**src/design/upd_pkg.sv**
```systemverilog
package upd_pkg;

  localparam logic [7:0] PctSign = 8'h25;
  localparam int unsigned MaxOut = 3;

  // words produced by one input byte, oldest in slot 0
  typedef struct packed {
    logic [1:0]                cnt;
    logic [MaxOut-1:0][7:0]    bytes;
    logic                      str_end;
  } res_t;

endpackage

```
**src/design/url_percent_decoder_top.sv**
```systemverilog
// channel | valid      | stall       | payload
// in      | in_valid_i | in_stall_o  | in_byte_i, in_last_i
// out     | out_valid_o| out_stall_i | out_byte_o, run_last_o, string_end_o
//
// one input word per cycle while each gives at most one word, out_stall_i low
// an input word yielding two or three output words holds in_stall_o while the
// 3-entry output buffer drains one word per cycle unless out_stall_i is high
// rst_ni clears the decode mode and empties the output buffer, no clearing pass
// in_stall_o also follows out_stall_i when the buffer holds its final word
module url_percent_decoder_top (
  input  logic       clk_i,
  input  logic       rst_ni,
  input  logic       in_valid_i,
  output logic       in_stall_o,
  input  logic [7:0] in_byte_i,
  input  logic       in_last_i,
  output logic       out_valid_o,
  input  logic       out_stall_i,
  output logic [7:0] out_byte_o,
  output logic       run_last_o,
  output logic       string_end_o
);

  upd_pkg::res_t res;
  logic          take;

  assign take = in_valid_i && !in_stall_o;

  upd_core u_core (
    .clk_i     (clk_i),
    .rst_ni    (rst_ni),
    .take_i    (take),
    .in_byte_i (in_byte_i),
    .in_last_i (in_last_i),
    .res_o     (res)
  );

  upd_outq u_outq (
    .clk_i        (clk_i),
    .rst_ni       (rst_ni),
    .in_valid_i   (in_valid_i),
    .in_stall_o   (in_stall_o),
    .res_i        (res),
    .out_valid_o  (out_valid_o),
    .out_stall_i  (out_stall_i),
    .out_byte_o   (out_byte_o),
    .run_last_o   (run_last_o),
    .string_end_o (string_end_o)
  );

endmodule

```
**src/design/upd_core.sv**
```systemverilog
module upd_core (
  input  logic            clk_i,
  input  logic            rst_ni,
  input  logic            take_i,
  input  logic [7:0]      in_byte_i,
  input  logic            in_last_i,
  output upd_pkg::res_t   res_o
);

  typedef enum logic [1:0] {
    ModeIdle = 2'd0,
    ModePct  = 2'd1,
    ModePct1 = 2'd2
  } mode_e;

  mode_e      mode_q, mode_d;
  logic [7:0] first_q, first_d;

  // returns {hit, value} for the fixed escape set, upper-case hex only
  function automatic logic [8:0] escape_lookup(logic [7:0] hi, logic [7:0] lo);
    logic       hit;
    logic [3:0] lo_val;
    hit    = 1'b0;
    lo_val = lo[3:0];
    if (lo >= 8'h41 && lo <= 8'h46) begin
      lo_val = lo[3:0] + 4'd9;
    end
    case (hi)
      8'h32: hit = (lo == 8'h30) || (lo >= 8'h32 && lo <= 8'h39) ||
                   (lo == 8'h42) || (lo == 8'h43) || (lo == 8'h46);
      8'h33: hit = (lo >= 8'h41 && lo <= 8'h46);
      8'h34: hit = (lo == 8'h30);
      8'h35: hit = (lo >= 8'h42 && lo <= 8'h46);
      8'h37: hit = (lo >= 8'h42 && lo <= 8'h45);
      default: hit = 1'b0;
    endcase
    return {hit, hi[3:0], lo_val};
  endfunction

  always_comb begin
    logic [8:0] look;
    logic [1:0] n;
    logic [2:0][7:0] buf_w;
    look   = escape_lookup(first_q, in_byte_i);
    n      = 2'd0;
    buf_w  = '0;
    mode_d  = mode_q;
    first_d = first_q;
    case (mode_q)
      ModePct: begin
        first_d = in_byte_i;
        mode_d  = ModePct1;
      end
      ModePct1: begin
        if (look[8]) begin
          buf_w[n] = look[7:0];
          n = n + 2'd1;
          mode_d = ModeIdle;
        end else begin
          buf_w[n] = upd_pkg::PctSign;
          n = n + 2'd1;
          if (first_q == upd_pkg::PctSign) begin
            // pending byte reopens an escape, current byte becomes its first digit
            first_d = in_byte_i;
            mode_d  = ModePct1;
          end else begin
            buf_w[n] = first_q;
            n = n + 2'd1;
            if (in_byte_i == upd_pkg::PctSign) begin
              mode_d = ModePct;
            end else begin
              buf_w[n] = in_byte_i;
              n = n + 2'd1;
              mode_d = ModeIdle;
            end
          end
        end
      end
      default: begin
        if (in_byte_i == upd_pkg::PctSign) begin
          mode_d = ModePct;
        end else begin
          buf_w[n] = in_byte_i;
          n = n + 2'd1;
          mode_d = ModeIdle;
        end
      end
    endcase
    if (in_last_i) begin
      // flush whatever is still pending at string end
      if (mode_d == ModePct) begin
        buf_w[n] = upd_pkg::PctSign;
        n = n + 2'd1;
      end else if (mode_d == ModePct1) begin
        buf_w[n] = upd_pkg::PctSign;
        n = n + 2'd1;
        buf_w[n] = first_d;
        n = n + 2'd1;
      end
      mode_d  = ModeIdle;
      first_d = 8'h00;
    end
    res_o.cnt     = n;
    res_o.bytes   = buf_w;
    res_o.str_end = in_last_i;
  end

  always_ff @(posedge clk_i or negedge rst_ni) begin
    if (!rst_ni) begin
      mode_q  <= ModeIdle;
      first_q <= 8'h00;
    end else if (take_i) begin
      mode_q  <= mode_d;
      first_q <= first_d;
    end
  end

  a_last_clears: assert property (@(posedge clk_i) disable iff (!rst_ni)
    take_i && in_last_i |=> mode_q == ModeIdle && first_q == 8'h00)
    else $error("state not cleared after string end");

  a_last_has_word: assert property (@(posedge clk_i) disable iff (!rst_ni)
    take_i && in_last_i |-> res_o.cnt != 2'd0)
    else $error("string end produced no word");

  a_mode_known: assert property (@(posedge clk_i) disable iff (!rst_ni)
    mode_q != 2'd3)
    else $error("decode mode left its legal codes");

endmodule

```
**src/design/upd_outq.sv**
```systemverilog
module upd_outq (
  input  logic            clk_i,
  input  logic            rst_ni,
  input  logic            in_valid_i,
  output logic            in_stall_o,
  input  upd_pkg::res_t   res_i,
  output logic            out_valid_o,
  input  logic            out_stall_i,
  output logic [7:0]      out_byte_o,
  output logic            run_last_o,
  output logic            string_end_o
);

  logic [1:0]      cnt_q, cnt_d;
  logic [2:0][7:0] byte_q, byte_d;
  logic            end_q, end_d;
  logic            pop, load_ok, take;

  assign pop     = (cnt_q != 2'd0) && !out_stall_i;
  // a new batch may land once the last word of the old one leaves
  assign load_ok = (cnt_q == 2'd0) || ((cnt_q == 2'd1) && !out_stall_i);
  assign take    = in_valid_i && load_ok;

  assign in_stall_o   = !load_ok;
  assign out_valid_o  = cnt_q != 2'd0;
  assign out_byte_o   = byte_q[0];
  assign run_last_o   = cnt_q == 2'd1;
  assign string_end_o = (cnt_q == 2'd1) && end_q;

  always_comb begin
    cnt_d  = cnt_q;
    byte_d = byte_q;
    end_d  = end_q;
    if (take) begin
      cnt_d  = res_i.cnt;
      byte_d = res_i.bytes;
      end_d  = res_i.str_end;
    end else if (pop) begin
      cnt_d     = cnt_q - 2'd1;
      byte_d[0] = byte_q[1];
      byte_d[1] = byte_q[2];
    end
  end

  always_ff @(posedge clk_i or negedge rst_ni) begin
    if (!rst_ni) begin
      cnt_q <= 2'd0;
      end_q <= 1'b0;
    end else begin
      cnt_q <= cnt_d;
      end_q <= end_d;
    end
  end

  always_ff @(posedge clk_i) begin
    byte_q <= byte_d;
  end

  a_take_when_drained: assert property (@(posedge clk_i) disable iff (!rst_ni)
    in_valid_i && !in_stall_o |-> cnt_q == 2'd0 || (cnt_q == 2'd1 && !out_stall_i))
    else $error("batch loaded over undelivered words");

  a_end_is_run_last: assert property (@(posedge clk_i) disable iff (!rst_ni)
    string_end_o |-> run_last_o && out_valid_o)
    else $error("string end without run end");

  a_hold_on_stall: assert property (@(posedge clk_i) disable iff (!rst_ni)
    out_valid_o && out_stall_i |=> out_valid_o && $stable(out_byte_o))
    else $error("stalled word changed");

endmodule

```
**config.mk**
```make
export PLATFORM = sky130hd
export DESIGN_NAME = url_percent_decoder_top
export DESIGN_NICKNAME = d
export VERILOG_FILES = /design/src/design/upd_pkg.sv /design/src/design/url_percent_decoder_top.sv /design/src/design/upd_core.sv /design/src/design/upd_outq.sv
export SDC_FILE = /design/constraint.sdc
export NUM_CORES = 1
export LEC_CHECK = 0
export BUFFER_PORTS_ARGS = -buffer_cell sky130_fd_sc_hd__buf_2
export CAP_MARGIN = 5
export CELL_PAD_IN_SITES_DETAIL_PLACEMENT = 1
export CELL_PAD_IN_SITES_GLOBAL_PLACEMENT = 2
export CORE_AREA = 2 2 113 115
export DETAILED_ROUTE_END_ITERATION = 7
export DIE_AREA = 0 0 115 117
export GPL_TIMING_DRIVEN = 0
export PLACE_DENSITY = 0.52
export SYNTH_ARGS = -nofsm -noshare
export SYNTH_HDL_FRONTEND = slang
export SYNTH_SLANG_ARGS = --single-unit
```
**constraint.sdc**
```tcl
create_clock -name clk_i -period 8.3 [get_ports clk_i]
set_input_delay 0.83 -clock clk_i [delete_from_list [all_inputs] [get_ports clk_i]]
set_output_delay 0.83 -clock clk_i [all_outputs]
set_load 0.1 [all_outputs]
```
==> flow_metrics.tcl <==
set metrics [dict create \
    synth_cells 334 \
    die_w_um 115 \
    yosysUniqueCellTypes 66 \
    post_dp_cell_area_um2 3180 \
    hp-class "in2async" \
    grt_max_degree 18 \
    layout-drive-gt1-share_pct 17.3 \
    setup_viol 0 \
    drt_first_pass_iters 4 \
    clk_pin_slew_ns 0.07 \
    met2_usage_pct 31.8 \
    period_share_pct 48.4 \
    rsz0062_at_grt "false" \
    start_util_pct 23.3 \
    async_flop_share_pct 35.1 \
    cts_buffers 5 \
    antenna_found_initial 0 \
    cts_sinks 37 \
    hpwl_um 8490 \
    critPathKind "in2reg" \
    critPathRequiredTime_ns 8.32 \
    htree_num_levels 2 \
    fmax_mhz 249 \
    nFillCells 1476 \
    max-clock-path-buffers 2 \
    register_area_um2 1050 \
    worstPathArrival_ns 4.04 \
    drt-total-wl_um 11500 \
    ir_drop_v 0.000427 \
    fin_nets 389 \
    synthToLayoutAreaGrowth_pct 16.4 \
    endpoint_kind "register" \
    port_buffers 23 \
    dr.first_iter.drc_count 197 \
    grt_use_met3_pct 2.21 \
    cts_root_buf "clkbuf_16" \
    die_height_um 117 \
    startpoint_type "input port" \
    grt_first_pass_wirelength_um 18200 \
    place_congestion 0.776 \
    slew_viol_final 0 \
    dieArea_um2 13500 \
    leakage_nw 1.33 \
    multi_input_area_um2 1610 \
    avgSynthCellArea_um2 8.60 \
    status "finished, final reports clean" \
    p_per_area_nw_per_um2 307 \
    crit_fanout 8 \
    diodes 0 \
    setup_tns_ns 0 \
    synth_warnings 0 \
    min_period_ns 4.02 \
    mostFrequentLayoutCell "nand2_1" \
    cts_tree "built" \
    cap_violations 0 \
    tightest_slew_ns 1.04 \
    avgRoutedWirePerCell_um 22.3 \
    fin_area_um2 3340 \
    layout_common_cells "nand2_1 (40), nor2_1 (28), buf_2 (27)" \
    cts_resized 0 \
    first_global_vias 2895 \
    gr-total-overflow 0 \
    grt_usage_pct 18.5 \
    synthFlopType "edfxtp_1" \
    rows 41 \
    slew_headroom_pct 30.6 \
    via_per_inst 5.28 \
    clk_latency_ns 0.29 \
    drtAntennaViolNets 0 \
    hold_buffers 0 \
    via_count 2720 \
    drcViolationCount 0 \
    postCtsSetupBuffers 0 \
    busiest_layer "met2" \
    use_met1_pct 25.1 \
    seq_area_frac_synth_pct 36.4 \
    synth_edf_count 24 \
    finalPower_mw 1.03 \
    clock_skew_ns 0.00633 \
    io_pins 25 \
    final-hold-violation-count 0 \
    synthesis.area_um2 2870 \
    syn_nets 359 \
    ys_ff_latch 37 \
    core_um2 12300 \
]
[report_power, final]
group          total, mW  switching [mW]  internal (mW)
registers          0.291          0.0162          0.275
clock network      0.232          0.0894          0.143
logic              0.504           0.395          0.109
total               1.03           0.500          0.527
[critical path: stages]
cell and delay [ns]:
buf_2 0.19, inv_1 0.14, ha_1 0.32, nor3_1 0.20
a21boi_0 0.11, a221o_1 0.36, nand4_1 0.22, nand2_1 0.19
or2_2 0.35, inv_1 0.09, ha_1 0.20, nand3_1 0.19
or3_1 0.36, o21ai_0 0.19, a21oi_1 0.09
[metrics by stage]
stage,worst slack (ns),std cells,util (%),hold WS [ns]
after floorplan,4.28,334,-,0.439
after global placement,3.97,507,25.8,0.455
after detailed placement,4.01,507,25.8,0.474
after CTS,4.31,515,27.2,0.471
after global routing,4.08,515,27.2,0.460
final,4.28,515,27.2,0.445
[cell type report]
type                            instances  share of cell area [%]
Tap cell                              150                    5.61
Timing Repair Buffer                   23                    3.44
Buffer                                 26                    4.00
Inverter                               23                    2.58
Multi-Input combinational cell        248                    48.0
Clock inverter                          3                    1.31
Clock buffer                            5                    3.74
Sequential cell                        37                    31.3
[synth_stat cells, types with 2 or more instances]
library cell / number / area [um2]
nand2_1: 40 / 150
nor2_1: 28 / 105
edfxtp_1: 24 / 721
a21oi_1: 22 / 110
inv_1: 22 / 82.6
o21ai_0: 18 / 90.1
dfrtp_1: 13 / 325
ha_1: 12 / 150
o22ai_1: 10 / 62.6
o31ai_1: 10 / 75.1
clkbuf_1: 9 / 33.8
nand3_1: 9 / 45.0
buf_4: 8 / 60.1
a22o_1: 6 / 52.6
and3_1: 6 / 37.5
nor3_1: 6 / 30.0
a22oi_1: 5 / 37.5
a31oi_1: 5 / 31.3
or3_1: 5 / 31.3
a21o_1: 4 / 30.0
buf_1: 4 / 15.0
buf_2: 4 / 20.0
nand4_1: 4 / 25.0
or2_2: 4 / 25.0
a221oi_1: 3 / 26.3
nand2b_1: 3 / 18.8
nand4b_1: 3 / 26.3
o211ai_1: 3 / 22.5
a221o_1: 2 / 20.0
nor4_1: 2 / 12.5
o21a_1: 2 / 15.0
o21bai_1: 2 / 15.0
o22a_1: 2 / 17.5
o31a_1: 2 / 17.5
[sequential cells by signal, summed over array words and instances, names as in the netlist]
name,count
u_core.first_q,8
u_core.mode_q,2
u_outq.byte_q,16
u_outq.cnt_q,2
u_outq.end_q,1
u_outq.out_byte_o,8
[path summary, 6_finish.rpt]
kind | startpoint | end | slack, ns | cells past startpoint
worst min-delay path | rst_ni | u_core.first_q[2] | 0.45 | 1
worst max register to register | u_core.mode_q[0] | u_outq.byte_q[9] | 4.60 | 11
max in group asynchronous | rst_ni | u_core.first_q[6] | 7.57 | 1
worst max-delay path | in_byte_i[0] | u_outq.out_byte_o[2] | 4.28 | 15
min in group clk_i | u_outq.end_q | u_outq.end_q | 0.49 | 2
worst min register to register | u_outq.end_q | u_outq.end_q | 0.49 | 2
[logic make-up after synthesis]
logic type               count (synthesis)  share of synthesized area, %
buffers and inverters                   49                          7.67
AO/OA/AOI/OAI                          114                          28.4
AND/OR/NAND/NOR                        121                          22.0
adder cells (fa/ha/maj)                 12                          5.23
multiplexers                             1                         0.348
flip-flops                              37                          36.4
[per-layer routing]
layer  share of wire (%)  vias up
li1                    -     1295
met1                  47     1370
met2                  49       45
met3                 2.7       10
met4                 1.0        0
met5                   0        -
(Power assumes the default switching activity.)
